===== src/rtl/tcfw_pkg.sv =====
package tcfw_pkg;

  // Framebuffer geometry.
  localparam int PIXEL_COLUMNS = 84;
  localparam int PIXEL_BANKS   = 6;
  localparam int TEXT_COLUMNS  = 14;

  // Font cell geometry.
  localparam int GLYPH_WIDTH = 5;
  localparam int CELL_WIDTH  = 6;
  localparam int GLYPH_BITS  = GLYPH_WIDTH * 8;

  localparam int STORE_DEPTH = PIXEL_COLUMNS * PIXEL_BANKS;
  localparam int ADDR_W      = $clog2(STORE_DEPTH);
  localparam int COPY_BYTES  = (PIXEL_BANKS - 1) * PIXEL_COLUMNS;

  // Width for address and range arithmetic; holds every intermediate sum.
  localparam int CALC_W = $clog2(9 * PIXEL_COLUMNS + 16 * CELL_WIDTH);

  localparam logic [7:0] CODE_NEWLINE = 8'd10;
  localparam logic [7:0] CODE_RETURN  = 8'd13;

  typedef enum logic [1:0] {
    OP_PUT_CHAR   = 2'd0,
    OP_SET_CURSOR = 2'd1,
    OP_CLEAR      = 2'd2,
    OP_READ_BYTE  = 2'd3
  } tcfw_op_t;

  // Commands from the controller to the datapath.
  typedef struct packed {
    logic load;        // latch a new request
    logic cur_upd;     // commit the next cursor position
    logic cnt_clr;     // restart the sweep counter
    logic clr_wr;      // write zero at the sweep counter
    logic scr_step;    // one step of the scroll copy
    logic draw_wr;     // write one glyph column
    logic rd_issue;    // start a framebuffer read
    logic rd_capture;  // take the framebuffer read data
    logic res_load;    // move the finished result to the output register
  } tcfw_cmd_t;

  // Status from the datapath to the controller.
  typedef struct packed {
    tcfw_op_t op;
    logic     is_newline;
    logic     is_return;
    logic     scroll_need;
    logic     glyph_last;
    logic     sweep_last;
    logic     read_ok;
  } tcfw_status_t;

  // Font: five column bytes per code, the leftmost column in the top byte.
  localparam logic [GLYPH_BITS-1:0] GLYPH_ROM [256] = '{
    40'h0000000000, 40'h3E5B4F5B3E, 40'h3E6B4F6B3E, 40'h1C3E7C3E1C,
    40'h183C7E3C18, 40'h1C577D571C, 40'h1C5E7F5E1C, 40'h00183C1800,
    40'hFFE7C3E7FF, 40'h0018241800, 40'hFFE7DBE7FF, 40'h30483A060E,
    40'h2629792926, 40'h407F050507, 40'h407F05253F, 40'h5A3CE73C5A,
    40'h7F3E1C1C08, 40'h081C1C3E7F, 40'h14227F2214, 40'h5F5F005F5F,
    40'h06097F017F, 40'h006689956A, 40'h6060606060, 40'h94A2FFA294,
    40'h08047E0408, 40'h10207E2010, 40'h08082A1C08, 40'h081C2A0808,
    40'h1E10101010, 40'h0C1E0C1E0C, 40'h30383E3830, 40'h060E3E0E06,
    40'h0000000000, 40'h00005F0000, 40'h0007000700, 40'h147F147F14,
    40'h242A7F2A12, 40'h2313086462, 40'h3649562050, 40'h0008070300,
    40'h001C224100, 40'h0041221C00, 40'h2A1C7F1C2A, 40'h08083E0808,
    40'h0080703000, 40'h0808080808, 40'h0000606000, 40'h2010080402,
    40'h3E5149453E, 40'h00427F4000, 40'h7249494946, 40'h2141494D33,
    40'h1814127F10, 40'h2745454539, 40'h3C4A494931, 40'h4121110907,
    40'h3649494936, 40'h464949291E, 40'h0000140000, 40'h0040340000,
    40'h0008142241, 40'h1414141414, 40'h0041221408, 40'h0201590906,
    40'h3E415D594E, 40'h7C1211127C, 40'h7F49494936, 40'h3E41414122,
    40'h7F4141413E, 40'h7F49494941, 40'h7F09090901, 40'h3E41415173,
    40'h7F0808087F, 40'h00417F4100, 40'h2040413F01, 40'h7F08142241,
    40'h7F40404040, 40'h7F021C027F, 40'h7F0408107F, 40'h3E4141413E,
    40'h7F09090906, 40'h3E4151215E, 40'h7F09192946, 40'h2649494932,
    40'h03017F0103, 40'h3F4040403F, 40'h1F2040201F, 40'h3F4038403F,
    40'h6314081463, 40'h0304780403, 40'h6159494D43, 40'h007F414141,
    40'h0204081020, 40'h004141417F, 40'h0402010204, 40'h4040404040,
    40'h0003070800, 40'h2054547840, 40'h7F28444438, 40'h3844444428,
    40'h384444287F, 40'h3854545418, 40'h00087E0902, 40'h18A4A49C78,
    40'h7F08040478, 40'h00447D4000, 40'h2040403D00, 40'h7F10284400,
    40'h00417F4000, 40'h7C04780478, 40'h7C08040478, 40'h3844444438,
    40'hFC18242418, 40'h18242418FC, 40'h7C08040408, 40'h4854545424,
    40'h04043F4424, 40'h3C4040207C, 40'h1C2040201C, 40'h3C4030403C,
    40'h4428102844, 40'h4C9090907C, 40'h4464544C44, 40'h0008364100,
    40'h0000770000, 40'h0041360800, 40'h0201020402, 40'h3C2623263C,
    40'h1EA1A16112, 40'h3A4040207A, 40'h3854545559, 40'h2155557941,
    40'h2254547842, 40'h2155547840, 40'h2054557940, 40'h0C1E527212,
    40'h3955555559, 40'h3954545459, 40'h3955545458, 40'h0000457C41,
    40'h0002457D42, 40'h0001457C40, 40'h7D1211127D, 40'hF0282528F0,
    40'h7C54554500, 40'h2054547C54, 40'h7C0A097F49, 40'h3249494932,
    40'h3A4444443A, 40'h324A484830, 40'h3A4141217A, 40'h3A42402078,
    40'h009DA0A07D, 40'h3D4242423D, 40'h3D4040403D, 40'h3C24FF2424,
    40'h487E494366, 40'h2B2FFC2F2B, 40'hFF0929F620, 40'hC0887E0903,
    40'h2054547941, 40'h0000447D41, 40'h3048484A32, 40'h384040227A,
    40'h007A0A0A72, 40'h7D0D19317D, 40'h2629292F28, 40'h2629292926,
    40'h30484D4020, 40'h3808080808, 40'h0808080838, 40'h2F10C8ACBA,
    40'h2F102834FA, 40'h00007B0000, 40'h08142A1422, 40'h22142A1408,
    40'h5500550055, 40'hAA55AA55AA, 40'hFF55FF55FF, 40'h000000FF00,
    40'h101010FF00, 40'h141414FF00, 40'h1010FF00FF, 40'h1010F010F0,
    40'h141414FC00, 40'h1414F700FF, 40'h0000FF00FF, 40'h1414F404FC,
    40'h141417101F, 40'h10101F101F, 40'h1414141F00, 40'h101010F000,
    40'h0000001F10, 40'h1010101F10, 40'h101010F010, 40'h000000FF10,
    40'h1010101010, 40'h101010FF10, 40'h000000FF14, 40'h0000FF00FF,
    40'h00001F1017, 40'h0000FC04F4, 40'h1414171017, 40'h1414F404F4,
    40'h0000FF00F7, 40'h1414141414, 40'h1414F700F7, 40'h1414141714,
    40'h10101F101F, 40'h141414F414, 40'h1010F010F0, 40'h00001F101F,
    40'h0000001F14, 40'h000000FC14, 40'h0000F010F0, 40'h1010FF10FF,
    40'h141414FF14, 40'h1010101F00, 40'h000000F010, 40'hFFFFFFFFFF,
    40'hF0F0F0F0F0, 40'hFFFFFF0000, 40'h000000FFFF, 40'h0F0F0F0F0F,
    40'h3844443844, 40'hFC4A4A4A34, 40'h7E02020606, 40'h027E027E02,
    40'h6355494163, 40'h3844443C04, 40'h407E201E20, 40'h06027E0202,
    40'h99A5E7A599, 40'h1C2A492A1C, 40'h4C7201724C, 40'h304A4D4D30,
    40'h3048784830, 40'hBC625A463D, 40'h3E49494900, 40'h7E0101017E,
    40'h2A2A2A2A2A, 40'h44445F4444, 40'h40514A4440, 40'h40444A5140,
    40'h0000FF0103, 40'hE080FF0000, 40'h08086B6B08, 40'h3612362436,
    40'h060F090F06, 40'h0000181800, 40'h0000101000, 40'h3040FF0101,
    40'h001F01011E, 40'h00191D1712, 40'h003C3C3C3C, 40'h0000000000
  };

endpackage


===== src/rtl/tcfw_controller.sv =====
module tcfw_controller import tcfw_pkg::*; (
  input  logic         clk,
  input  logic         rst_n,
  input  logic         in_valid,
  output logic         in_ready,
  output logic         out_valid,
  input  logic         out_ready,
  output tcfw_cmd_t    cmd,
  input  tcfw_status_t stat
);

  typedef enum logic [7:0] {
    ST_INIT    = 8'b0000_0001,
    ST_IDLE    = 8'b0000_0010,
    ST_DECODE  = 8'b0000_0100,
    ST_DRAW    = 8'b0000_1000,
    ST_SCROLL  = 8'b0001_0000,
    ST_CLEAR   = 8'b0010_0000,
    ST_RD_WAIT = 8'b0100_0000,
    ST_DONE    = 8'b1000_0000
  } tcfw_state_t;

  tcfw_state_t state_r, state_nxt;
  logic        out_valid_r, out_valid_nxt;

  assign out_valid = out_valid_r;

  always_comb begin
    state_nxt     = state_r;
    cmd           = '0;
    in_ready      = 1'b0;
    out_valid_nxt = out_valid_r & ~out_ready;
    case (state_r)
      ST_INIT: begin
        cmd.clr_wr = 1'b1;
        if (stat.sweep_last) begin
          cmd.cnt_clr = 1'b1;
          state_nxt   = ST_IDLE;
        end
      end
      ST_IDLE: begin
        in_ready = 1'b1;
        if (in_valid) begin
          cmd.load  = 1'b1;
          state_nxt = ST_DECODE;
        end
      end
      ST_DECODE: begin
        case (stat.op)
          OP_PUT_CHAR: begin
            if (stat.is_newline) begin
              cmd.cur_upd = 1'b1;
              state_nxt   = stat.scroll_need ? ST_SCROLL : ST_DONE;
            end else if (stat.is_return) begin
              cmd.cur_upd = 1'b1;
              state_nxt   = ST_DONE;
            end else begin
              state_nxt = ST_DRAW;
            end
          end
          OP_SET_CURSOR: begin
            cmd.cur_upd = 1'b1;
            state_nxt   = ST_DONE;
          end
          OP_CLEAR: begin
            state_nxt = ST_CLEAR;
          end
          OP_READ_BYTE: begin
            if (stat.read_ok) begin
              cmd.rd_issue = 1'b1;
              state_nxt    = ST_RD_WAIT;
            end else begin
              state_nxt = ST_DONE;
            end
          end
          default: begin
            state_nxt = ST_DONE;
          end
        endcase
      end
      ST_DRAW: begin
        cmd.draw_wr = 1'b1;
        if (stat.glyph_last) begin
          cmd.cur_upd = 1'b1;
          cmd.cnt_clr = 1'b1;
          state_nxt   = stat.scroll_need ? ST_SCROLL : ST_DONE;
        end
      end
      ST_SCROLL: begin
        cmd.scr_step = 1'b1;
        if (stat.sweep_last) begin
          cmd.cnt_clr = 1'b1;
          state_nxt   = ST_DONE;
        end
      end
      ST_CLEAR: begin
        cmd.clr_wr = 1'b1;
        if (stat.sweep_last) begin
          cmd.cnt_clr = 1'b1;
          state_nxt   = ST_DONE;
        end
      end
      ST_RD_WAIT: begin
        cmd.rd_capture = 1'b1;
        state_nxt      = ST_DONE;
      end
      ST_DONE: begin
        if (!out_valid_r || out_ready) begin
          cmd.res_load  = 1'b1;
          out_valid_nxt = 1'b1;
          state_nxt     = ST_IDLE;
        end
      end
      default: begin
        state_nxt = ST_INIT;
      end
    endcase
  end

  always_ff @(posedge clk) begin
    if (!rst_n) begin
      state_r     <= ST_INIT;
      out_valid_r <= 1'b0;
    end else begin
      state_r     <= state_nxt;
      out_valid_r <= out_valid_nxt;
    end
  end

`ifndef SYNTH
  a_result_after_done: assert property (@(posedge clk) disable iff (!rst_n)
    $rose(out_valid_r) |-> $past(state_r == ST_DONE))
    else $error("result appeared without a finished request");

  a_done_waits_for_slot: assert property (@(posedge clk) disable iff (!rst_n)
    (state_r == ST_DONE && out_valid_r && !out_ready) |=> (state_r == ST_DONE))
    else $error("finished request overwrote an untaken result");

  a_accept_decodes: assert property (@(posedge clk) disable iff (!rst_n)
    (in_valid && in_ready) |=> (state_r == ST_DECODE))
    else $error("accepted request was not decoded");
`endif

endmodule


===== config.mk =====
export PLATFORM = sky130hd
export DESIGN_NAME = tcfw_controller
export DESIGN_NICKNAME = d
export VERILOG_FILES = /design/src/rtl/tcfw_pkg.sv /design/src/rtl/tcfw_controller.sv
export SDC_FILE = /design/constraint.sdc
export NUM_CORES = 1
export LEC_CHECK = 0
export BUFFER_PORTS_ARGS = -buffer_cell sky130_fd_sc_hd__buf_4
export CAP_MARGIN = 5
export CORE_MARGIN = 5
export CORE_UTILIZATION = 52
export CTS_CLUSTER_DIAMETER = 30
export DETAILED_ROUTE_END_ITERATION = 16
export PLACE_DENSITY = 0.91
export SETUP_SLACK_MARGIN = 0.4
export SYNTH_ARGS = -nofsm -noshare
export SYNTH_HDL_FRONTEND = slang
export SYNTH_SLANG_ARGS = --single-unit

===== constraint.sdc =====
create_clock -name clk -period 6.3 [get_ports clk]
set_clock_uncertainty 0.2 [all_clocks]
set_input_delay 0.63 -clock clk [delete_from_list [all_inputs] [get_ports clk]]
set_output_delay 0.63 -clock clk [all_outputs]
set_load 0.02 [all_outputs]

==> results of run 1 <==
## stage by stage
stage	total power (W)	utilization	hold slack, ns
2_1_floorplan	0.000158	-	0.382
3_3_place_gp	0.000190	0.662	0.394
3_5_place_dp	0.000193	0.662	0.396
4_1_cts	0.000239	0.682	0.414
5_1_grt	0.000255	0.682	0.426
6_report	0.000238	0.682	0.416
## kinds of logic after synthesis
group,after synthesis
simple gates,56
compound gates,18
flops,9
buf+inv,9
xor+xnor,5
mux,1
## where the power goes
group	switching (W)	leakage (nW)	internal, W
Sequential	0.0000125	0.0730	0.0000634
Combinational	0.0000640	0.315	0.0000537
Clock	0.0000199	0.0150	0.0000244
## flip-flops by register name (all words and copies together) (netlist names)
signal	flops
state_r	8
out_valid	1
## worst paths after layout
path                              endpoint  slack, ns  depth (start not counted)
worst max register to register  state_r[2]       4.19                          5
worst min register to register  state_r[4]       0.42                          2
worst min-delay path            state_r[4]       0.42                          2
worst max-delay path                cmd[7]       3.39                          4
## per-layer routing
metal / global-route usage / share of wire
met2: 0.265 / 0.46
met5: 0 / 0
met4: 0.0994 / 0.018
met3: 0.0188 / 0.072
met1: 0.230 / 0.45
## tightest hold or removal path, delay by kind of cell (launching register included)
family        cells  cell delay [ns]
flops             1             0.41
simple gates      1             0.10
mux               1             0.05
## final cells by class
cell class | count | area, sq um
inverter | 3 | 11.3
clock buffer | 4 | 26.3
multi-input combinational | 80 | 497
fill | 122 | 419
tap | 15 | 18.8
timing repair buffer | 22 | 165
sequential | 9 | 180
## cell usage after synthesis (all sizes together)
master | instances | share of area
a211oi | 3 | 0.031
nor3 | 6 | 0.041
xnor2 | 2 | 0.024
nand2 | 11 | 0.057
o21ai | 3 | 0.021
mux2i | 1 | 0.014
or4 | 2 | 0.026
inv | 3 | 0.015
nand4 | 3 | 0.026
nand3 | 2 | 0.014
o2111a | 1 | 0.015
o32ai | 1 | 0.012
o2111ai | 2 | 0.024
or2 | 3 | 0.026
nand2b | 3 | 0.026
nor2b | 2 | 0.017
a211o | 1 | 0.012
dfxtp | 9 | 0.25
and3 | 3 | 0.026
xor2 | 3 | 0.036
or4b | 1 | 0.014
o211ai | 1 | 0.010
a41oi | 1 | 0.012
or3 | 1 | 0.0086
clkbuf | 2 | 0.010
or3b | 1 | 0.012
o31ai | 1 | 0.010
a31oi | 2 | 0.017
a21oi | 2 | 0.014
buf | 4 | 0.045
and2 | 2 | 0.021
nor2 | 12 | 0.062
nor4 | 4 | 0.055
==> results_dict.tcl, run 1 <==
set metrics [dict create \
    drt_iter0_markers 19 \
    cts_sinks 9 \
    hold_class "register to register" \
    synth_top_family_by_area "simple AND/OR/NAND/NOR gates" \
    max_stage_delay_ns 0.62 \
    synth_simple_gate_area_frac 0.430 \
    synthCells 98 \
    clk_latency_ns 0.26 \
    clock_path_buffers 2 \
    avgViaCountPerCell 5.83 \
    fin_area_sq_um 898 \
    placedCellCount 129 \
    worst_pin_slew_ns 0.458 \
    die_y_microns 47.4 \
    place.gp.congestion 0.837 \
    clockRootBuffer "clkbuf_4" \
    cts_max_level 1 \
    cp-start-kind "register" \
    crit_path_start "state_r[7]" \
    grt_pass1_wl_mm 2.73 \
    finalNetCount 131 \
    avgSynthCellArea_sq_um 7.43 \
    placed_area_sq_um 872 \
    tritoncts "built" \
    critical_path_buf_inv_count 1 \
    grt_max_degree 12 \
    dp.final_hpwl_mm 1.39 \
    antenna_found_initial 0 \
    portBuffers 22 \
    cts_hold_buf 0 \
    relSlewSlack 0.692 \
    critPathKind "register to primary output" \
    core_sq_um 1320 \
    p_leak_nw 0.403 \
    drt-wirelength-per-cell_microns 13.6 \
    drive_gt1_frac 0.254 \
    die_area_sq_um 2250 \
    ys_seq_area_frac 0.247 \
    io_pins 23 \
    ys_types 38 \
    fin_cells 133 \
    drv_cap 0 \
    critPathTopFamily "simple AND/OR/NAND/NOR gates" \
    die_x_microns 47.4 \
    final_common_cell "buf_4" \
    setup_slack_ns 3.39 \
    status "finished clean" \
    drt_wl_total_mm 1.80 \
    path_clk_slew_ns 0.06 \
    synth_mux_area_frac 0.0137 \
    synth_xor_area_frac 0.0601 \
    synthAdderAreaFrac 0 \
    setup_viol 0 \
    required_ns 5.47 \
    crit_arrival_ns 2.08 \
    finalSetupTns_ns 0 \
    synth-compound-area-share 0.179 \
    initial_utilization 0.553 \
    grt_pass1_vias 627 \
    cp_cell_sequence "or4_4 -> or3b_1 -> o31ai_1 -> buf_4" \
    fmax_mhz 344 \
    yosysWarnings 0 \
    critPathMaxFanout 9 \
    worstReg2RegStart "state_r[7]" \
    drtAntennaViolNets 0 \
    synth_seq_cells 9 \
    critPathSlowestCell "or4_4" \
    hold_viol 0 \
    worstHoldStart "state_r[4]" \
    ir_drop_uv 114 \
    slew_viol_final 0 \
    drt_pass1_iterations 4 \
    vias 775 \
    rsz0062_at_grt "false" \
    worstSetupEndpointType "primary output" \
    cts_resized 0 \
    dp_slack_ns 3.71 \
    antenna_cells 0 \
    drc_errors 0 \
    final.min_clock_period_ns 2.91 \
    numCtsBuffers 3 \
    placementRows 13 \
    post-route-period-util 0.461 \
    syn_area_sq_um 728 \
    syn2layout_area_growth_pct 23.4 \
    synthesis.nets 110 \
    power_density_nw_per_um2 265 \
    grt_usage 0.172 \
    postCtsSetupBuffers 0 \
    overflow 0 \
    layout_common_cells "buf_4 (22), nor2_1 (12), nand2_1 (11)" \
]
Power figures use the tool's default switching activity.
==> inputs of run 2 (changes only) <==
Settings changed: ABC_AREA set to 1, CORE_ASPECT_RATIO set to 0.9, CORE_UTILIZATION 52 to 44, PLACE_DENSITY 0.91 to 0.83.
Clock period 6.3 ns to 2.5 ns, I/O delays scaled along.
==> results_dict.tcl, run 2 <==
set metrics [dict create \
    initial_utilization 0.484 \
    crit_top_cell "nand2_2" \
    drive_gt1_frac 0.360 \
    synthTopCellsByArea "dfxtp_1 (25%), nand2_1 (16%), inv_1 (11%)" \
    final_common_cell "nand2_1" \
    avgSynthCellArea_sq_um 5.94 \
    power_density_nw_per_um2 572 \
    critPathMaxFanout 4 \
    dp_slack_ns 0.722 \
    overflow 0 \
    fmax_mhz 496 \
    dp.final_hpwl_mm 1.51 \
    die_y_microns 48.5 \
    synthCells 122 \
    grt_util_met3 0.0275 \
    critPathSlowestCell "dfxtp_1" \
    use_met2 0.250 \
    grt_pass1_wl_mm 2.90 \
    cp_cell_sequence "nor2_4 -> nand2_2 -> clkinv_2 -> nand2_1 -> nand3_2 -> nand2_2 -> nand2_4 -> nor2_1 -> buf_4" \
    drt_pass1_iterations 4 \
    worstReg2RegStart "state_r[4]" \
    regToRegSetupSlack_ns 0.93 \
    drtAntennaViolNets 0 \
    drv_cap 0 \
    critPathKind "register to primary output" \
    antenna_found_initial 0 \
    drt-wirelength-per-cell_microns 10.9 \
    avgViaCountPerCell 4.79 \
    clockRootBuffer "clkbuf_4" \
    io_pins 23 \
    placementRows 13 \
    drt_wl_total_mm 1.88 \
    synth_seq_cells 9 \
    post-route-period-util 0.807 \
    met1_usage 0.170 \
    grt_usage 0.148 \
    cts_hold_buf 0 \
    drt_iter0_markers 19 \
    path_clk_slew_ns 0.07 \
    regArea_sq_um 188 \
    core_sq_um 1500 \
    crit_end "cmd[8]" \
    cp-start-kind "register" \
    synth_edf_count 0 \
    drc_errors 0 \
    synthesis.nets 134 \
    r2r_cells 10 \
    ys_seq_area_frac 0.249 \
    die_x_microns 52.8 \
    relSlewSlack 0.798 \
    antenna_cells 0 \
    ys_types 21 \
    reg2reg_to "state_r[1]" \
    finalNetCount 163 \
    die_area_sq_um 2560 \
    numCtsBuffers 3 \
    finalSetupTns_ns 0 \
    setup_viol 0 \
    placedCellCount 166 \
    layout_common_cells "nand2_1 (29), buf_4 (24), inv_1 (22)" \
    worstSetupEndpointType "primary output" \
    max_stage_delay_ns 0.40 \
    grt_pass1_vias 758 \
    tritoncts "built" \
    clock_path_buffers 2 \
    synth_most_common_cell "nand2_1" \
    cts_sinks 9 \
    status "finished clean" \
    setup_slack_ns 0.483 \
    fin_cells 172 \
    async_flop_share 0 \
    synth_flop_cell "dfxtp_1" \
    crit_arrival_ns 1.57 \
    place.gp.congestion 0.869 \
    vias 824 \
    largest_reg_flops 8 \
    crit_path_start "state_r[3]" \
    p_leak_nw 0.534 \
    hold_viol 0 \
    hold_class "input port to register" \
    syn2layout_area_growth_pct 35.8 \
    fillers 146 \
    yosys-top-cells-count "nand2_1 (30), inv_1 (22), nor2_1 (17)" \
    yosysWarnings 0 \
    portBuffers 22 \
    regMostFlops "state_r" \
    multi_input_area_sq_um 467 \
    ir_drop_uv 340 \
    synth_largest_area_cell "dfxtp_1" \
    slew_viol_final 0 \
    synthDominantCellAreaShare 0.249 \
    grt_max_degree 7 \
    grt.busiest_layer "met2" \
    clk_latency_ns 0.27 \
    cts_max_level 1 \
    rsz0062_at_grt "false" \
    required_ns 2.05 \
    final.min_clock_period_ns 2.02 \
    power.total_w 0.000563 \
    worst_pin_slew_ns 0.300 \
    syn_area_sq_um 724 \
    whs_ns 0.000214 \
]
run 2: cells by family after synthesis:
group | share of synthesized area
AOI/OAI and AO/OA | 0.0484
buffers and inverters | 0.131
DFF | 0.249
and+or+nand+nor | 0.572
run 2: where the power goes:
group	switching, W	internal, W
Combinational	0.000166	0.000102
Clock	0.0000530	0.0000615
Sequential	0.0000192	0.000161
run 2: final cells by class:
class	count	area share
multi-input combinational	88	0.475
tap	22	0.0280
clock buffer	4	0.0267
inverter	25	0.0967
timing repair buffer	24	0.183
sequential	9	0.191
run 2: worst min path at each step:
stage,start,end,cells past startpoint
5_1_grt,rst_n,state_r[0],2
3_5_place_dp,rst_n,state_r[0],2
2_1_floorplan,rst_n,state_r[0],1
6_report,rst_n,state_r[0],2
4_1_cts,rst_n,state_r[0],2
3_3_place_gp,rst_n,state_r[0],2
run 2: metal layers:
metal | up-vias | part of all wire
met3 | 4 | 0.052
li1 | 440 | -
met2 | 26 | 0.50
met4 | 0 | 0.017
met1 | 354 | 0.43
met5 | - | 0
run 2: critical path: cells and delay by family, from the launching register on:
family	cells	cell delay, ns
simple gates	7	0.70
flops	1	0.40
buf+inv	2	0.22
run 2: through the flow:
step	cell area (sq um)	util
after floorplan	724	-
after global placement	917	0.613
after detailed placement	917	0.613
after CTS	943	0.630
after global routing	983	0.657
final	983	0.657
run 2: repair_timing:
action | 4_1_cts | 5_1_grt
resized for setup | 0 | 10
setup buffers | 0 | 2
endpoints found under the setup margin | 0 | 3
